### src/hw/rtl/first_fit_heap_allocator_core_defines.svh
// Assertion macros used by the allocator datapath RTL.
`ifndef FIRST_FIT_HEAP_ALLOCATOR_CORE_DEFINES_SVH
`define FIRST_FIT_HEAP_ALLOCATOR_CORE_DEFINES_SVH

// Same-cycle implication, disabled while reset is asserted.
`define FFHA_ASSERT_IMPL(label, clk, rst_n, ante, cons) \
	label: assert property (@(posedge clk) disable iff (!rst_n) (ante) |-> (cons)) \
		else $error("allocator check failed");

// Next-cycle implication, disabled while reset is asserted.
`define FFHA_ASSERT_NEXT(label, clk, rst_n, ante, cons) \
	label: assert property (@(posedge clk) disable iff (!rst_n) (ante) |=> (cons)) \
		else $error("allocator check failed");

`endif

### src/hw/rtl/ffha_pkg.sv
// Shared types and constants of the first-fit heap allocator.
package ffha_pkg;

	localparam int MAX_BLOCKS_DEF   = 64;
	localparam int HEADER_BYTES_DEF = 17;
	localparam int GRAIN            = 8;
	localparam int DATA_W           = 32;
	localparam int STATUS_W         = 3;
	localparam int LIVE_W           = 13;
	localparam int REG_ADDR_W       = 3;

	// highest top offset that stays aligned below 2^32
	localparam logic [DATA_W-1:0] TOP_LIMIT      = 32'hFFFF_FFF8;
	localparam logic [DATA_W-1:0] REGION_LEN_RST = 32'd65536;

	typedef enum logic [STATUS_W-1:0] {
		ST_OK      = 3'd0,
		ST_ZERO    = 3'd1,
		ST_OOM     = 3'd2,
		ST_BADADDR = 3'd3,
		ST_DOUBLE  = 3'd4,
		ST_FULL    = 3'd5
	} status_t;

	typedef enum logic {
		OP_ALLOC = 1'b0,
		OP_FREE  = 1'b1
	} op_t;

	typedef enum logic {
		REG_HEAP_BASE  = 1'b0,
		REG_REGION_LEN = 1'b1
	} reg_idx_t;

	typedef enum logic [1:0] {
		S_IDLE,
		S_SCAN,
		S_COMMIT
	} state_t;

	// controller -> datapath
	typedef struct packed {
		logic load;
		logic step;
		logic commit;
	} cmd_t;

	// datapath -> controller
	typedef struct packed {
		logic early;
		logic found;
		logic exhausted;
		logic out_free;
	} sts_t;

endpackage

### src/hw/rtl/ffha_ctrl.sv
// Sequencing state machine of the allocator: accept, scan, commit.
module ffha_ctrl import ffha_pkg::*; (
	input  logic clk,
	input  logic arst_n,
	input  logic req_valid,
	output logic req_ready,
	input  sts_t sts,
	output cmd_t cmd
);

	state_t state_q;
	state_t state_d;

	always_ff @(posedge clk or negedge arst_n) begin
		if (!arst_n) begin
			state_q <= S_IDLE;
		end else begin
			state_q <= state_d;
		end
	end

	always_comb begin
		state_d   = state_q;
		req_ready = 1'b0;
		cmd       = '0;
		case (state_q)
			S_IDLE: begin
				req_ready = 1'b1;
				if (req_valid) begin
					cmd.load = 1'b1;
					state_d  = S_SCAN;
				end
			end
			S_SCAN: begin
				// zero size / null free need no table walk
				if (sts.early) begin
					state_d = S_COMMIT;
				end else begin
					cmd.step = 1'b1;
					if (sts.found || sts.exhausted) begin
						state_d = S_COMMIT;
					end
				end
			end
			S_COMMIT: begin
				// wait for the response register to drain
				if (sts.out_free) begin
					cmd.commit = 1'b1;
					state_d    = S_IDLE;
				end
			end
			default: begin
				state_d = S_IDLE;
			end
		endcase
	end

endmodule

### config.mk
export PLATFORM = sky130hd
export DESIGN_NAME = ffha_ctrl
export DESIGN_NICKNAME = d
export VERILOG_FILES = /design/src/hw/rtl/first_fit_heap_allocator_core_defines.svh /design/src/hw/rtl/ffha_pkg.sv /design/src/hw/rtl/ffha_ctrl.sv
export SDC_FILE = /design/constraint.sdc
export NUM_CORES = 1
export LEC_CHECK = 0
export BUFFER_PORTS_ARGS = -buffer_cell sky130_fd_sc_hd__buf_4
export CAP_MARGIN = 25
export CORE_AREA = 2 2 39 41
export DETAILED_ROUTE_END_ITERATION = 16
export DIE_AREA = 0 0 41 43
export GPL_TIMING_DRIVEN = 1
export MAX_ROUTING_LAYER = met4
export PLACE_DENSITY = 0.31
export SYNTH_ARGS = -nofsm -noshare
export SYNTH_HDL_FRONTEND = slang
export SYNTH_SLANG_ARGS = --single-unit
### constraint.sdc
create_clock -name clk -period 1.8 [get_ports clk]
set_input_delay 0.27 -clock clk [delete_from_list [all_inputs] [get_ports clk]]
set_output_delay 0.27 -clock clk [all_outputs]
set_load 0.01 [all_outputs]
==> Word level (Yosys, flattened, before mapping) <==
Index checks and enable logic that the tools add are counted.
{ "totals": {"elab_cells": 21, "output_inout_bits": 4, "input_bits": 7, "ff_bits": 2} }
{ "classes": {"muxes": 12, "n_eq_ne": 5, "n_reduce_logical": 3} }
{ "ops": {"columns": ["operator", "n"], "rows": [
  ["$mux 2", 4],
  ["$mux 1", 7],
  ["$pmux 2 s3", 1],
  ["$ne 2x2->1 const B", 2],
  ["$ne 3x3->1 const B", 1],
  ["$reduce_and 3->1", 1],
  ["$eq 2x1->1 const B", 1],
  ["$eq 2x2->1 const B", 1],
  ["$logic_not 2->1", 1],
  ["$logic_or 1x1->1", 1]
]} }

==> Logic depth before layout (Yosys ltp) <==
Gate-level depths: netlist (run 1).
{ "logic_depth": {"ltp_word": 4, "depth_mapped": 2, "depth_no_buf": 2} }

==> Worst setup path after synthesis (run 1) <==
No wires, ideal clock.
{ "synth_timing": {"path_type": "register to output", "start": "register state_q[0]", "end": "output cmd[0] in the netlist's numbering", "arrival_time_ns": 0.721, "path_buffers": 0, "stages_incl_launch_ff": 3, "required_time_ns": 1.530, "slack_ns": 0.809, "cell_sequence": "dfrtp_1 nand2b_1 nor2_1"} }
{ "synth_rtl": {"columns": ["element", "line", "text"], "rows": [
  ["start: declaration", "ffha_ctrl.sv:11", "state_t state_q;"],
  ["start signal: assignment", "ffha_ctrl.sv:18", "state_q <= state_d;"],
  ["end: declaration", "ffha_ctrl.sv:8", "output cmd_t cmd"]
]} }

==> results.toml, run 1 <==
[run_status]
outcome = "completed"

[detailed_routing]
final_antenna_net_count = 0
drt_wl_total_um = 353
via_per_inst = 3.093
dr.pass1.iters = 4
wl_per_cell_um = 8.209
first_iter_violations = 2
drc = 0
num_vias = 133

[layout]
largest_reg_flops = 2
multi_input_area_um2 = 56.30
reg_top3 = "state_q x2"
synthToLayoutAreaGrowth_pct = 112.1
finalNonFillerCells = 43
diodes = 0
top_register = "state_q"
ff_latch_area_um2 = 50.05
design_area_um2 = 241.5
fillers = 153
postLayoutCoreUtil = 0.1745
drive_above_1_share = 0.5185
nNetsFinal = 36

[critical_path]
worst_ep_arrival_time_ns = 1.04
path_class = "flop to output port"
critical_path.max_stage_delay_ns = 0.41
start_kind = "flop"
critPathSlowestCell = "dfrtp_1"
crit_fanout = 5
regToRegSetupSlack_ns = 0.99
critical-path-top-delay-family = "flip-flops"
crit_chain = "nand2b_1, nor2_1, buf_4"
r2r_cells = 2
critPathCaptureType = "output port"
required_ns = 1.53
crit_buf_inv = 1
path_depth = 3

[clocking]
holdBufCountCts = 1
numCtsBuffers = 3
cts-root-buf = "clkbuf_4"
cts_max_level = 1
clk_pin_slew_ns = 0.03
clk_latency_ns = 0.22
cts_tree = "yes"
ctsResizeCount = 0
clock_path_buffers = 2
post-cts-setup-buffer-count = 0
cts_sinks = 2

[global_routing]
grt_max_degree = 6
grt-ovfl-total = 0
antenna_found_initial = 0
grt_pass1_vias = 131
grtUsageTotal = 0.04938
grt_pass1_wl_um = 476

[power_and_ir_drop]
max-vdd-ir-drop_uv = 324.3
power_leakage_uw = 0.0001200
power.density_mw_per_mm2 = 1339

[floorplanning]
die_height_um = 43
fp.dieArea_mm2 = 0.001763
num_rows = 14
start_util = 0.08228
die_w_um = 41
core_area_mm2 = 0.001384
io_pins = 11

[placement]
routabilityCongestion = 0.5660
dpl_cell_area_um2 = 209.0
port_buffers = 10
place_inst = 39

[sta]
clock_skew_ns = 0.0009570
final.setup.tns_ns = 0
relSlewSlack = 0.8276
slew_viol_final = 0
setup_viol = 0
grt_setup_unrepaired = "false"
tightestPinTransition_ns = 0.2566
fmax_mhz = 760.8
fin_crit_ns = 1.314
hold_violations = 0
finalCritPeriodShare = 0.7302

[logic_synthesis]
synth_top_area_frac = 0.4396
synthesis.area_um2 = 113.9
synth_top_area_cell = "dfrtp_1"
synth_seq_area_share = 0.4396
synthDistinctLibCells = 8
yosysWarnings = 0
synth-seq-cells = 2
syn_inst = 13
synth.area.top_cells = "dfrtp_1 (44%), nand2b_1 (11%), nor3b_2 (11%)"
syn_avg_cell_area_um2 = 8.758
synth_nets = 20

[worst_hold_path]
worstHoldPathCells = 2
hp-class = "input port to flop"

[flow_run]
maxCapViolations = 0
## per-layer routing
| layer | GRT usage | vias to the layer above | wire [um] |
|---|---|---|---|
| met5 | - | - | 0 |
| met4 | 0.08000 | 0 | 0 |
| met3 | 0.03141 | 0 | 57 |
| met2 | 0.03750 | 11 | 102 |
| met1 | 0.05788 | 50 | 193 |
| li1 | - | 72 | - |
## cell usage after synthesis, drive strengths merged
library cell  instances
nand2b                2
dfrtp                 2
nor3                  1
inv                   2
o22ai                 1
nor3b                 1
a31o                  1
nor2                  3
## placed cells by master, fill, tap and decap left out
cell type      instances
dfrtp_1                2
nor2_1                 3
dlygate4sd3_1          1
nand2b_1               2
inv_1                  2
a31o_1                 1
o22ai_1                1
nor3b_2                1
buf_4                 10
clkbuf_4               3
nor3_1                 1
## report_power, final
group          leakage, uW  switching, uW  internal [uW]  total (uW)
Sequential       0.0000256           24.3           64.7        88.9
Clock            0.0000138           24.8           73.5        98.3
Combinational    0.0000806           58.8           77.4         136
Total             0.000120            108            216         323
## path summary, 6_finish.rpt
path	start	endpoint
setup / recovery	state_q[0]	cmd[0]
hold / removal	sts[0]	state_q[1]
setup reg to reg	state_q[0]	state_q[0]
hold reg to reg	state_q[0]	state_q[0]
max in group asynchronous	arst_n	state_q[1]
min in group asynchronous	arst_n	state_q[0]
## cell type report
type                       instances  area share
clock buffer                       3     0.09326
inverter                           2     0.03109
multi-input combinational          9      0.2332
sequential                         2      0.2073
tap                               16     0.08290
timing repair buffer              11      0.3523
## logic make-up after synthesis
group,share of synthesized area
buffers and inverters,0.06596
AO/OA/AOI/OAI,0.1319
flip-flops,0.4396
AND/OR/NAND/NOR,0.3626
## metrics by stage
stage          setup slack (ns)  total power, uW  hold WS (ns)
2_1_floorplan            0.8089            155.8      -0.02559
3_3_place_gp             0.7059            226.8       0.05648
3_5_place_dp             0.7329            223.9       0.05668
4_1_cts                  0.4776            330.3        0.2448
5_1_grt                  0.4110            345.7        0.2537
6_report                 0.4856            323.4        0.2535
Power figures use the tool's default switching activity.
==> inputs of run 2 (changes only) <==
Clock period 1.8 ns to 1.1 ns, I/O delays scaled along.
==> run 2 against run 1 <==
Effect of this change:
- the flow now finishes with violations (negative setup slack)
- non-clock buffer count up 2
- global-route usage grew 2.7 points
- design area rose by 27%
- critical path depth did not move
- total power rose by 130%
- first-iteration DRC count unchanged
- sequential share of layout area fell by 3.7 points
- largest power group unchanged
- highest routed layer unchanged
==> results.toml, run 2 (synthesis gave the netlist of run 1 again) <==
[power_and_ir_drop]
finalPower_uw = 751.8
max-vdd-ir-drop_uv = 445.2
power_leakage_uw = 0.0001417
power.density_mw_per_mm2 = 2443

[floorplanning]
die_w_um = 41
start_util = 0.08228
io_pins = 11
die_height_um = 43
num_rows = 14
fp.dieArea_mm2 = 0.001763
core_area_mm2 = 0.001384

[critical_path]
required_ns = 0.94
crit_fanout = 5
path_class = "flop to output port"
worst_ep_arrival_time_ns = 1.03
start_kind = "flop"
critPathCaptureType = "output port"

[layout]
nNetsFinal = 38
final_cell_mix = "buf_4 (9), clkbuf_4 (3)"
fillers = 155
synthToLayoutAreaGrowth_pct = 170.3
reg_top3 = "state_q x2"
drive_above_1_share = 0.7241
postLayoutCoreUtil = 0.2224
largest_reg_flops = 2
top_register = "state_q"
design_area_um2 = 307.8
diodes = 0
final_common_cell = "buf_4"

[sta]
tightestPinTransition_ns = 0.2487
worst_slack_ns = -0.09259
setup_viol = 4
fin_crit_ns = 1.193
clock_skew_ns = 0.001114
final.setup.tns_ns = -0.3476
finalCritPeriodShare = 1.084
hold_violations = 0
relSlewSlack = 0.8330
slew_viol_final = 0
grt_setup_unrepaired = "true"
fmax_mhz = 838.5

[global_routing]
grt_pass1_wl_um = 779
grt-ovfl-total = 0
grt_max_degree = 6
antenna_found_initial = 0
grtUsageTotal = 0.07613
grt_pass1_vias = 178

[detailed_routing]
via_per_inst = 3.356
wl_met3_um = 41
highest_layer = "met3"
dr.pass1.iters = 2
wl_met2_um = 174
final_antenna_net_count = 0
drt_wl_total_um = 442
first_iter_violations = 2
wl_met1_um = 226
drc = 0
num_vias = 151
wl_per_cell_um = 9.822

[flow_run]
maxCapViolations = 0

[placement]
port_buffers = 10
dp_hpwl_um = 284
pre_cts_slack_ns = 0.1455
dpl_cell_area_um2 = 209.0
routabilityCongestion = 0.5641

[clocking]
cts-root-buf = "clkbuf_4"
clock_path_buffers = 2
numCtsBuffers = 3
cts_sinks = 2
cts_tree = "yes"
clk_pin_slew_ns = 0.03
cts_max_level = 1
clk_latency_ns = 0.22

[run_status]
violations = "negative setup slack"
outcome = "complete, but fails checks"

[worst_hold_path]
hp-class = "input port to flop"
==> run 2: cell count changes in the layout (fill, tap and decap cells not counted), moves of 2 or more <==
cell      delta
buf_6        +2
nand2b_4     +2
dfrtp_2      +2
dfrtp_1      -2
nand2b_1     -2
==> run 2: stage by stage <==
step           hold slack (ns)  std cells
2_1_floorplan          -0.1306         13
3_3_place_gp          -0.04965         39
3_5_place_dp          -0.05194         39
4_1_cts                 0.1362         45
5_1_grt                 0.1425         45
6_report                0.1419         45
==> run 2: timing repair <==
item                                   in CTS  in global routing
setup endpoints to repair                   3                  4
buffers inserted                            2                  0
endpoints found under the hold margin       2                  0
pin swaps                                   1                  0
hold buffers                                1                  0
gates resized for setup                     4                  5
==> run 2: critical path: stages (launching register included) <==
cell	delay, ns
dfrtp_2	0.45
nand2b_4	0.17
nor2_4	0.08
buf_6	0.10
==> run 2: where the power goes <==
part / switching [uW] / total, uW / internal [uW]
logic: 140 / 408 / 268
registers: 66.7 / 179 / 112
clock network: 44.1 / 165 / 121
total: 251 / 752 / 501
==> run 2: path summary, 6_finish.rpt <==
check,slack [ns],endpoint,startpoint,depth (start not counted)
worst max-delay path,-0.09,cmd[0],state_q[0],3
worst min-delay path,0.14,state_q[1],sts[0],2
worst max register to register,0.15,state_q[0],state_q[1],3
worst min register to register,0.62,state_q[0],state_q[0],1
max in group asynchronous,0.73,state_q[1],arst_n,2
min in group asynchronous,0.27,state_q[0],arst_n,2
==> run 2: cell type report <==
cell class | count | area (um^2) | share of cell area
Multi-Input combinational cell | 9 | 85.08 | 0.2764
Sequential cell | 2 | 52.55 | 0.1707
Timing Repair Buffer | 13 | 120.1 | 0.3902
Tap cell | 16 | 20.02 | 0.06504
Clock buffer | 3 | 22.52 | 0.07317
Inverter | 2 | 7.507 | 0.02439
==> run 2: routing by layer <==
metal,track usage,vias to the layer above
met5,-,-
met2,0.07188,11
met1,0.09646,64
met3,0.04712,0
li1,-,76
met4,0.08000,0
