**config.mk**
```make
export PLATFORM = sky130hd
export DESIGN_NAME = ffha_dp
export DESIGN_NICKNAME = d
export VERILOG_FILES = /design/src/hw/rtl/ffha_pkg.sv /design/src/hw/rtl/ffha_dp.sv
export VERILOG_INCLUDE_DIRS = /design/src /design/src/hw/rtl
export SDC_FILE = /design/constraint.sdc
export NUM_CORES = 2
export LEC_CHECK = 0
export BUFFER_PORTS_ARGS = -buffer_cell sky130_fd_sc_hd__buf_2
export CORE_ASPECT_RATIO = 0.8
export CORE_MARGIN = 2
export CORE_UTILIZATION = 50
export CTS_BUF_LIST = sky130_fd_sc_hd__clkbuf_8
export DETAILED_ROUTE_END_ITERATION = 7
export PLACE_DENSITY_LB_ADDON = 0.3
export SETUP_SLACK_MARGIN = 0.5
export SLEW_MARGIN = 20
export SYNTH_ARGS = -nofsm -noshare
export SYNTH_HDL_FRONTEND = slang
export SYNTH_MEMORY_MAX_BITS = 65536
export SYNTH_SLANG_ARGS = --single-unit
export TNS_END_PERCENT = 50
```
**constraint.sdc**
```tcl
create_clock -name clk -period 12.1 [get_ports clk]
set_input_delay 1.21 -clock clk [delete_from_list [all_inputs] [get_ports clk]]
set_output_delay 1.21 -clock clk [all_outputs]
set_load 0.02 [all_outputs]
```
**src/hw/rtl/first_fit_heap_allocator_core_defines.svh**
```systemverilog
// Assertion macros used by the allocator datapath RTL.
`ifndef FIRST_FIT_HEAP_ALLOCATOR_CORE_DEFINES_SVH
`define FIRST_FIT_HEAP_ALLOCATOR_CORE_DEFINES_SVH

// Same-cycle implication, disabled while reset is asserted.
`define FFHA_ASSERT_IMPL(label, clk, rst_n, ante, cons) \
	label: assert property (@(posedge clk) disable iff (!rst_n) (ante) |-> (cons)) \
		else $error("allocator check failed");

// Next-cycle implication, disabled while reset is asserted.
`define FFHA_ASSERT_NEXT(label, clk, rst_n, ante, cons) \
	label: assert property (@(posedge clk) disable iff (!rst_n) (ante) |=> (cons)) \
		else $error("allocator check failed");

`endif

```
**src/hw/rtl/ffha_pkg.sv**
```systemverilog
// Shared types and constants of the first-fit heap allocator.
package ffha_pkg;

	localparam int MAX_BLOCKS_DEF   = 64;
	localparam int HEADER_BYTES_DEF = 17;
	localparam int GRAIN            = 8;
	localparam int DATA_W           = 32;
	localparam int STATUS_W         = 3;
	localparam int LIVE_W           = 13;
	localparam int REG_ADDR_W       = 3;

	// highest top offset that stays aligned below 2^32
	localparam logic [DATA_W-1:0] TOP_LIMIT      = 32'hFFFF_FFF8;
	localparam logic [DATA_W-1:0] REGION_LEN_RST = 32'd65536;

	typedef enum logic [STATUS_W-1:0] {
		ST_OK      = 3'd0,
		ST_ZERO    = 3'd1,
		ST_OOM     = 3'd2,
		ST_BADADDR = 3'd3,
		ST_DOUBLE  = 3'd4,
		ST_FULL    = 3'd5
	} status_t;

	typedef enum logic {
		OP_ALLOC = 1'b0,
		OP_FREE  = 1'b1
	} op_t;

	typedef enum logic {
		REG_HEAP_BASE  = 1'b0,
		REG_REGION_LEN = 1'b1
	} reg_idx_t;

	typedef enum logic [1:0] {
		S_IDLE,
		S_SCAN,
		S_COMMIT
	} state_t;

	// controller -> datapath
	typedef struct packed {
		logic load;
		logic step;
		logic commit;
	} cmd_t;

	// datapath -> controller
	typedef struct packed {
		logic early;
		logic found;
		logic exhausted;
		logic out_free;
	} sts_t;

endpackage

```
**src/hw/rtl/ffha_dp.sv**
```systemverilog
// Allocator datapath: block table memory, scan compare, totals, response register.
`include "first_fit_heap_allocator_core_defines.svh"
module ffha_dp import ffha_pkg::*; #(
	parameter int MAX_BLOCKS   = MAX_BLOCKS_DEF,
	parameter int HEADER_BYTES = HEADER_BYTES_DEF
) (
	input  logic                clk,
	input  logic                arst_n,
	input  cmd_t                cmd,
	output sts_t                sts,
	input  logic                op,
	input  logic [DATA_W-1:0]   req_size,
	input  logic [DATA_W-1:0]   user_addr,
	input  logic [DATA_W-1:0]   heap_base,
	input  logic [DATA_W-1:0]   region_len,
	input  logic                rsp_ready,
	output logic                rsp_valid,
	output logic [STATUS_W-1:0] status,
	output logic [DATA_W-1:0]   result_addr,
	output logic [DATA_W-1:0]   bytes_in_use,
	output logic [LIVE_W-1:0]   live_blocks
);

	localparam int IW = $clog2(MAX_BLOCKS);
	localparam int CW = $clog2(MAX_BLOCKS + 1);
	localparam logic [DATA_W-1:0] HDR  = DATA_W'(HEADER_BYTES);
	localparam logic [CW-1:0]     MAXB = CW'(MAX_BLOCKS);
	localparam logic [DATA_W:0]   RND  = (DATA_W+1)'(GRAIN - 1);
	localparam logic [DATA_W+2:0] RND3 = (DATA_W+3)'(GRAIN - 1);

	typedef struct packed {
		logic              busy;
		logic [DATA_W-1:0] len;
		logic [DATA_W-1:0] start;
	} entry_t;

	// block table
	entry_t mem [MAX_BLOCKS];

	// request capture
	op_t               op_q;
	logic [DATA_W:0]   size_q;
	logic [DATA_W-1:0] key_q;
	logic              early_q;

	// scan
	logic [CW-1:0]     idx_q;
	logic              chk_valid_s1;
	logic [IW-1:0]     chk_idx_s1;
	entry_t            rdata_s1;
	logic              hit_q;
	logic [IW-1:0]     hit_idx_q;
	entry_t            hit_entry_q;
	logic [DATA_W+1:0] end_q;

	// heap state
	logic [CW-1:0]     total_q;
	logic [DATA_W-1:0] top_q;
	logic [DATA_W-1:0] used_q;
	logic [LIVE_W-1:0] live_q;

	// response register
	logic              out_valid_q;
	status_t           status_q;
	logic [DATA_W-1:0] addr_q;
	logic [DATA_W-1:0] bytes_q;
	logic [LIVE_W-1:0] live_out_q;

	logic [DATA_W:0]   size_rnd;
	logic              more;
	logic              match;
	logic              out_free;
	logic              is_free;
	logic              oom;
	logic              full;
	logic              new_blk;
	logic              ok;
	status_t           status_c;
	logic [DATA_W-1:0] charge;
	logic [DATA_W-1:0] used_next;
	logic [LIVE_W-1:0] live_next;
	logic [DATA_W-1:0] off;
	logic [DATA_W-1:0] addr_c;
	logic [DATA_W+2:0] nxt;
	logic [DATA_W-1:0] top_next;
	logic [CW-1:0]     total_inc;
	logic              we;
	logic [IW-1:0]     waddr;
	entry_t            wdata;

	// round at 33 bits so a near-2^32 size cannot wrap to a small one
	assign size_rnd = ({1'b0, req_size} + RND) & ~RND;

	assign more  = idx_q < total_q;
	assign match = (op_q == OP_FREE) ? (rdata_s1.start == key_q)
	                                 : (!rdata_s1.busy && ({1'b0, rdata_s1.len} >= size_q));

	assign out_free = !out_valid_q || rsp_ready;

	assign sts.early     = early_q;
	assign sts.found     = chk_valid_s1 && match && !hit_q;
	assign sts.exhausted = !chk_valid_s1 && !more && !hit_q;
	assign sts.out_free  = out_free;

	// commit decision
	assign is_free = (op_q == OP_FREE);
	assign oom     = end_q > {2'b00, region_len};
	assign full    = total_q >= MAXB;

	always_comb begin
		if (is_free) begin
			if (early_q || !hit_q) begin
				status_c = ST_BADADDR;
			end else if (hit_entry_q.busy) begin
				status_c = ST_OK;
			end else begin
				status_c = ST_DOUBLE;
			end
		end else begin
			if (early_q) begin
				status_c = ST_ZERO;
			end else if (hit_q) begin
				status_c = ST_OK;
			end else if (oom) begin
				status_c = ST_OOM;
			end else if (full) begin
				status_c = ST_FULL;
			end else begin
				status_c = ST_OK;
			end
		end
	end

	assign ok      = (status_c == ST_OK);
	assign new_blk = !is_free && !early_q && !hit_q && !oom && !full;

	assign charge    = (new_blk ? size_q[DATA_W-1:0] : hit_entry_q.len) + HDR;
	assign used_next = !ok ? used_q : (is_free ? used_q - charge : used_q + charge);
	assign live_next = !ok ? live_q : (is_free ? live_q - LIVE_W'(1) : live_q + LIVE_W'(1));

	assign off    = new_blk ? top_q : hit_entry_q.start;
	assign addr_c = (ok && !is_free) ? heap_base + off + HDR : '0;

	// align the new top, saturating just below 2^32
	assign nxt      = ({1'b0, end_q} + RND3) & ~RND3;
	assign top_next = (nxt > {3'b000, TOP_LIMIT}) ? TOP_LIMIT : nxt[DATA_W-1:0];

	assign total_inc = total_q + CW'(1);

	assign we    = cmd.commit && ok;
	assign waddr = new_blk ? total_q[IW-1:0] : hit_idx_q;
	always_comb begin
		if (new_blk) begin
			wdata.busy  = 1'b1;
			wdata.len   = size_q[DATA_W-1:0];
			wdata.start = top_q;
		end else begin
			wdata.busy  = !is_free;
			wdata.len   = hit_entry_q.len;
			wdata.start = hit_entry_q.start;
		end
	end

	// single-port table: one write on commit, one registered read per scan step
	always_ff @(posedge clk) begin
		if (we) begin
			mem[waddr] <= wdata;
		end
		if (cmd.step && more) begin
			rdata_s1 <= mem[idx_q[IW-1:0]];
		end
	end

	// payload registers
	always_ff @(posedge clk) begin
		if (cmd.load) begin
			op_q   <= op_t'(op);
			size_q <= size_rnd;
			// compare stored offsets instead of rebuilding user addresses
			key_q  <= user_addr - heap_base - HDR;
		end
		if (cmd.step && more) begin
			chk_idx_s1 <= idx_q[IW-1:0];
		end
		if (cmd.step && sts.found) begin
			hit_idx_q   <= chk_idx_s1;
			hit_entry_q <= rdata_s1;
		end
		end_q <= {2'b00, top_q} + {2'b00, HDR} + {1'b0, size_q};
		if (cmd.commit) begin
			status_q   <= status_c;
			addr_q     <= addr_c;
			bytes_q    <= used_next;
			live_out_q <= live_next;
		end
	end

	// control state
	always_ff @(posedge clk or negedge arst_n) begin
		if (!arst_n) begin
			early_q      <= 1'b0;
			idx_q        <= '0;
			chk_valid_s1 <= 1'b0;
			hit_q        <= 1'b0;
			total_q      <= '0;
			top_q        <= '0;
			used_q       <= '0;
			live_q       <= '0;
			out_valid_q  <= 1'b0;
		end else begin
			if (cmd.load) begin
				early_q      <= (op_t'(op) == OP_FREE) ? (user_addr == '0) : (req_size == '0);
				idx_q        <= '0;
				chk_valid_s1 <= 1'b0;
				hit_q        <= 1'b0;
			end else if (cmd.step) begin
				chk_valid_s1 <= more;
				if (more) begin
					idx_q <= idx_q + CW'(1);
				end
				if (sts.found) begin
					hit_q <= 1'b1;
				end
			end else begin
				chk_valid_s1 <= 1'b0;
			end

			if (cmd.commit) begin
				used_q <= used_next;
				live_q <= live_next;
				if (new_blk) begin
					total_q <= total_inc;
					top_q   <= top_next;
				end
			end

			if (cmd.commit) begin
				out_valid_q <= 1'b1;
			end else if (rsp_ready) begin
				out_valid_q <= 1'b0;
			end
		end
	end

	assign rsp_valid    = out_valid_q;
	assign status       = status_q;
	assign result_addr  = addr_q;
	assign bytes_in_use = bytes_q;
	assign live_blocks  = live_out_q;

	`FFHA_ASSERT_IMPL(a_live_le_total, clk, arst_n, 1'b1, live_q <= total_q)
	`FFHA_ASSERT_IMPL(a_commit_has_slot, clk, arst_n, cmd.commit, out_free)
	`FFHA_ASSERT_IMPL(a_top_aligned, clk, arst_n, 1'b1, top_q[2:0] == 3'b000)
	`FFHA_ASSERT_NEXT(a_new_block_counted, clk, arst_n, we && new_blk, total_q == $past(total_inc))

endmodule

```
[Yosys cells after proc, flatten, opt, wreduce, memory -nomap -nowiden]
Memory sizes are Yosys's and may differ from the RTL's. A register that Yosys moved wholly into a read port is not among the register bits.
Index checks and enable logic that the tools add are counted.
Storage, ports and cells
  output and inout port bits: 85
  bits in writable memories: 4160
  word-level logic and storage cells: 108
  memories: 1
  register bits after elaboration: 349
Cells by class
  equal/unequal tests: 1
  reduce and logical (&&, ||, !) cells: 34
  add/sub/neg operators: 15
  multiplexer cells: 30
  order comparisons: 5
Memories
  mem: words 64, width 65, read ports 1, clocked after memory_dff 1, wr ports 1, RTL line ffha_dp.sv:38  | entry_t mem [MAX_BLOCKS];
Operators with widths (number)
  32-bit two-way mux: 5
  65-bit two-way mux: 1
  32-bit adder: 2
  32-bit by 5-bit adder with 32-bit output, second input constant: 2
  32-bit logical NOT: 2
  32-bit subtractor: 2
  34-bit by 3-bit adder with 35-bit output, second input constant: 1
  35-bit by 32-bit > comparator with 1-bit output, second input constant: 1
  33-bit by 33-bit adder with 34-bit output: 1
  34-bit by 32-bit > comparator with 1-bit output: 1
  32-bit by 3-bit adder with 33-bit output, second input constant: 1
  32-bit by 5-bit adder with 33-bit output, second input constant: 1
  32-bit by 33-bit >= comparator with 1-bit output: 1
  32-bit equality test: 1
  32-bit by 5-bit subtractor with 32-bit output, second input constant: 1
  13-bit two-way mux: 2
  3-bit two-way mux: 7
  7-bit two-way mux: 3
  7-bit by 1-bit adder with 7-bit output, second input constant: 2
  13-bit by 1-bit adder with 13-bit output, second input constant: 1
  1-bit logical AND: 13
  13-bit by 1-bit subtractor with 13-bit output, second input constant: 1
  1-bit two-way mux: 11
  1-bit logical NOT: 9
  other kinds (7): 13

[Longest topological paths before layout]
  depth after elaboration: 10
  mapped depth: 42
  mapped depth without buffers: 36

[Least setup slack after synthesis]
OpenSTA, ideal clock, no wires.
  path type: input -> register
  start: input port region_len[31]
  end: register bytes_q[31] (netlist: bytes_in_use[31]), data pin
  cell stages on the path: 41
  setup time: 258 ps
  setup slack: 2028 ps
  arrival time: 9815 ps
  cells stage by stage: inv_1 > ha_1 > nand4_1 > nor3_1 > and3_1 > o2bb2ai_1 > o21ai_4 > nand2_4 > buf_6 > clkbuf_1 > clkbuf_1 > buf_1 > clkbuf_1 > clkbuf_1 > nand2_1 > inv_1 > ha_1 > and3_1 > [... 5 more ...] > nand2_1 > and4b_1 > clkbuf_1 > a21oi_1 > xnor2_1 > ha_1 > a21o_1 > a31o_2 > a31oi_1 > a21boi_0 > o21ai_0 > a221oi_1 > a211o_1 > a31oi_1 > or4_1 > o221ai_1 > nor3_2 > xnor2_1
On the way
  longest elaborated chain between the ends: 9
RTL lines
  from (decl): RTL line ffha_dp.sv:15  | input logic [DATA_W-1:0] region_len,
  34-bit by 32-bit > comparator with 1-bit output *: RTL line ffha_dp.sv:107  | assign oom = end_q > {2'b00, region_len};
  1-bit logical NOT: RTL line ffha_dp.sv:135  | assign new_blk = !is_free && !early_q && !hit_q && !oom && !full;
  1-bit logical AND (2 in series): RTL line ffha_dp.sv:135
  32-bit two-way mux: RTL line ffha_dp.sv:137  | assign charge = (new_blk ? size_q[DATA_W-1:0] : hit_entry_q.len) + HDR;
  32-bit by 5-bit adder with 32-bit output: RTL line ffha_dp.sv:137
  32-bit adder or 32-bit subtractor (tied branches): RTL line ffha_dp.sv:138  | assign used_next = !ok ? used_q : (is_free ? used_q - charge : used_q + charge);
  32-bit two-way mux: RTL line ffha_dp.sv:138
  32-bit two-way mux *: RTL line ffha_dp.sv:138
  via used_next[31]: RTL line ffha_dp.sv:80  | logic [DATA_W-1:0] used_next;
  to (signal assigned): RTL line ffha_dp.sv:193  | bytes_q <= used_next;
  to (decl): RTL line ffha_dp.sv:66  | logic [DATA_W-1:0] bytes_q;
Mark *: on every way through the listed nets, which the timed path passes. The rest lies on a longest branch.
A chain may end at the register's enable or synchronous reset.

[Worst setup path after layout]
  start: register end_q[5]
  end: register bytes_q[31] (netlist: bytes_in_use[31]), data pin
On the way
  longest elaborated chain between the ends: 9
RTL lines
  from (decl): RTL line ffha_dp.sv:54  | logic [DATA_W+1:0] end_q;
  from (signal assigned): RTL line ffha_dp.sv:189  | end_q <= {2'b00, top_q} + {2'b00, HDR} + {1'b0, size_q};
  34-bit by 32-bit > comparator with 1-bit output *: RTL line ffha_dp.sv:107
  1-bit logical NOT: RTL line ffha_dp.sv:135
  1-bit logical AND (2 in series): RTL line ffha_dp.sv:135
  32-bit two-way mux: RTL line ffha_dp.sv:137
  32-bit by 5-bit adder with 32-bit output: RTL line ffha_dp.sv:137
  32-bit adder or 32-bit subtractor (tied branches): RTL line ffha_dp.sv:138
  32-bit two-way mux: RTL line ffha_dp.sv:138
  32-bit two-way mux *: RTL line ffha_dp.sv:138
  via used_next[31]: RTL line ffha_dp.sv:80
Marks and branches as above.

==> results_dict.tcl <==
set metrics [dict create \
    clock.fmax_mhz 110 \
    fp.dieW_um 682 \
    cts.sinks 4568 \
    detail-route-antenna-nets 0 \
    cp.required_ns 13.04 \
    yosysUniqueCellTypes 89 \
    postCtsSetupBuffers 0 \
    dp_cells 13700 \
    synthesis.area_per_instance_um2 21.2 \
    vias_per_cell 6.45 \
    cp_common_cell "a21oi_1" \
    place.gp.congestion 0.897 \
    core_mm2 0.367 \
    htreeDepth 6 \
    setup_viol 0 \
    finalMaxSlewViolations 0 \
    cp.arrival_ns 10.03 \
    grt_pass1_wl_um 729000 \
    overflow 0 \
    start_kind "register" \
    ys_seq_area_frac 0.741 \
    wl_um 525000 \
    fin_crit_sh 0.751 \
    most-common-layout-cells "4445 x edfxtp_1, 1365 x mux4_2, 698 x clkbuf_8" \
    cts_buffers 689 \
    dieArea_mm2 0.373 \
    antenna_found_initial 37 \
    min_path_type "primary input to register" \
    syn-instance-count 8684 \
    status "finished, final reports clean" \
    path_max_fanout 66 \
    grt_max_degree 144 \
    start_util 0.502 \
    num-fill-cells 26800 \
    crit_path_end_kind "register" \
    swShare 0.235 \
    finalSetupTns_ns 0 \
    clockBufferDepth 4 \
    num_io_pins 220 \
    p_per_area_mw_per_mm2 153 \
    die_y_um 547 \
    numPortBuffers 219 \
    slowest_delay_ns 0.53 \
    power_switching_uw 7360 \
    hold_viol 0 \
    share_comb_of_total_power 0.072 \
    yosys_warnings 0 \
    vias 96300 \
    syn2layout_area_growth_pct 11.6 \
    dr.pass1.iters 6 \
    netlist_area_mm2 0.184 \
    critPathKind "register to register" \
    synth_edf_count 4445 \
    root_buffer "clkbuf_8" \
    power_frac_seq 0.556 \
    cts_tree "built" \
    fin_nets 9879 \
    clk-insertion-delay-late_ns 1.27 \
    route.detailed.drc 0 \
    cap_violations 0 \
    async_reset_ff_frac 0.0201 \
    num_rows 199 \
    syn_nets 9117 \
    ir_drop_mv 0.105 \
    drt-initial-drc-count 16200 \
    skew_ns 0.0858 \
    cp_slowest_cell "a221oi_1" \
    hpwl_um 279000 \
    fin_cells 14900 \
    grt_pass1_vias 93600 \
    worst_pin_slew_ns 1.18 \
    intPower_uw 24000 \
    clk_pin_slew_ns 0.07 \
    fin_crit_ns 9.09 \
    pwr-share-clk 0.372 \
    p_leak_uw 0.0661 \
    drive_above_1_share 0.282 \
    rsz0062_at_grt "no" \
    avgRoutedWirePerCell_um 35.2 \
    slew_headroom 0.213 \
    final_common_cell "edfxtp_1" \
    synth_top_flop_cell "edfxtp_1" \
    ys_ff_latch 4568 \
    groute.usage.overall 0.280 \
]
stage by stage:
stage	hold slack [ns]	power, uW	worst slack, ns	util	area (um^2)
final	0.278	31400	3.01	0.560	205000
after global routing	0.277	32300	2.27	0.560	205000
after CTS	0.194	31500	2.90	0.560	205000
after detailed placement	0.407	20000	2.01	0.526	193000
after global placement	0.404	20000	2.02	0.526	193000
after floorplan	0.400	19300	2.03	-	184000
synth_stat cells (6+ instances only):
| cell | count | share of area |
|---|---|---|
| mux4_2 | 1365 | 0.17 |
| xor2_1 | 101 | 0.0048 |
| o31ai_1 | 11 | 0.00045 |
| edfxtp_1 | 4445 | 0.73 |
| nor2_1 | 243 | 0.0050 |
| nand4_1 | 46 | 0.0016 |
| a211oi_1 | 15 | 0.00061 |
| a211o_1 | 6 | 0.00029 |
| nor3b_1 | 6 | 0.00024 |
| ha_1 | 293 | 0.020 |
| a41oi_1 | 10 | 0.00048 |
| nor2b_1 | 26 | 0.00088 |
| and3_1 | 39 | 0.0013 |
| a21boi_0 | 16 | 0.00065 |
| nand2_1 | 408 | 0.0083 |
| o21bai_1 | 18 | 0.00073 |
| nand3_1 | 59 | 0.0016 |
| or4_1 | 8 | 0.00033 |
| and2_1 | 23 | 0.00078 |
| a21oi_1 | 164 | 0.0045 |
| o21a_1 | 25 | 0.0010 |
| buf_2 | 7 | 0.00019 |
| dfxtp_1 | 31 | 0.0034 |
| mux2_2 | 18 | 0.0011 |
| inv_1 | 226 | 0.0046 |
| nand2b_1 | 23 | 0.00078 |
| o211ai_1 | 13 | 0.00053 |
| a31oi_1 | 24 | 0.00082 |
| or3_1 | 14 | 0.00048 |
| a31o_2 | 7 | 0.00033 |
| dfrtp_1 | 92 | 0.013 |
| mux2i_1 | 16 | 0.00087 |
| a21o_1 | 44 | 0.0018 |
| buf_1 | 86 | 0.0018 |
| and4_1 | 11 | 0.00052 |
| clkbuf_1 | 282 | 0.0058 |
| o22ai_1 | 9 | 0.00031 |
| nand3b_1 | 9 | 0.00037 |
| xnor2_1 | 166 | 0.0079 |
| nor4_1 | 33 | 0.0011 |
| o21ai_0 | 113 | 0.0031 |
| nor3_1 | 47 | 0.0013 |
repair_timing:
item                                   4_1_cts  5_1_grt
resized for setup                            0        0
hold buffers                                 1        0
endpoints found under the hold margin       33        0
setup endpoints to repair                    0        0
sequential cells by signal, indices dropped and copies added, names as in the netlist, 6 cells and up:
signal	cells
chk_idx_s1	6
live_blocks	13
key_q	32
live_q	13
rdata_s1	65
idx_q	7
result_addr	32
top_q	29
hit_idx_q	6
size_q	30
end_q	31
total_q	7
hit_entry_q	65
bytes_in_use	32
used_q	32
mem	4160
power by group through the flow:
| stage | clock [uW] | sequential [uW] | combinational, uW |
|---|---|---|---|
| after CTS | 11800 | 17400 | 2270 |
| after global routing | 12500 | 17400 | 2440 |
| after detailed placement | 0 | 17800 | 2260 |
| after global placement | 0 | 17800 | 2240 |
| after floorplan | 0 | 17700 | 1600 |
| final | 11700 | 17400 | 2270 |
final timing paths:
check / startpoint / end / slack (ns) / depth (start not counted)
max in group asynchronous: arst_n / idx_q[5]$_DFFE_PN0P_ / 10.07 / 3
worst max register to register: end_q[5]$_DFF_P_ / bytes_in_use[31]$_DFFE_PP_ / 3.01 / 34
min in group asynchronous: arst_n / rsp_valid$_DFFE_PN0P_ / 0.51 / 2
worst max-delay path: end_q[5]$_DFF_P_ / bytes_in_use[31]$_DFFE_PP_ / 3.01 / 34
worst min register to register: chk_idx_s1[5]$_DFFE_PP_ / hit_idx_q[5]$_DFFE_PP_ / 0.42 / 0
worst min-delay path: rsp_ready / rsp_valid$_DFFE_PN0P_ / 0.28 / 3
routing by layer:
layer  vias to the layer above  wire length, um  GRT usage
li1                      37700                -          -
met1                     50700           205000      0.425
met2                      6965           234000      0.411
met3                       878            72700     0.0709
met4                        22            13600     0.0715
met5                         -              159          0
area by class of cell:
class | instances | area (um^2) | share of cell area
sequential | 4568 | 136000 | 0.664
inverter | 227 | 852 | 0.00415
tap | 4924 | 6160 | 0.0300
antenna | 14 | 35.0 | 0.000171
clock inverter | 526 | 2760 | 0.0134
multi-input combinational | 3508 | 46200 | 0.225
timing repair buffer | 452 | 3430 | 0.0167
clock buffer | 698 | 9610 | 0.0468
cell families after synthesis:
family,count (synthesis),share of synthesized area
mux,1400,0.169
flops,4568,0.741
simple gates,1017,0.0257
compound gates,525,0.0180
fa+ha+maj,298,0.0205
xor+xnor,268,0.0128
buf+inv,608,0.0126
worst max-delay path, delay by kind of cell (launching register included):
family	cells	cell delay, ns
fa+ha+maj	3	1.03
flops	1	0.43
simple gates	8	2.00
compound gates	18	4.48
xor+xnor	3	0.48
buf+inv	2	0.33
(Power assumes the default switching activity.)
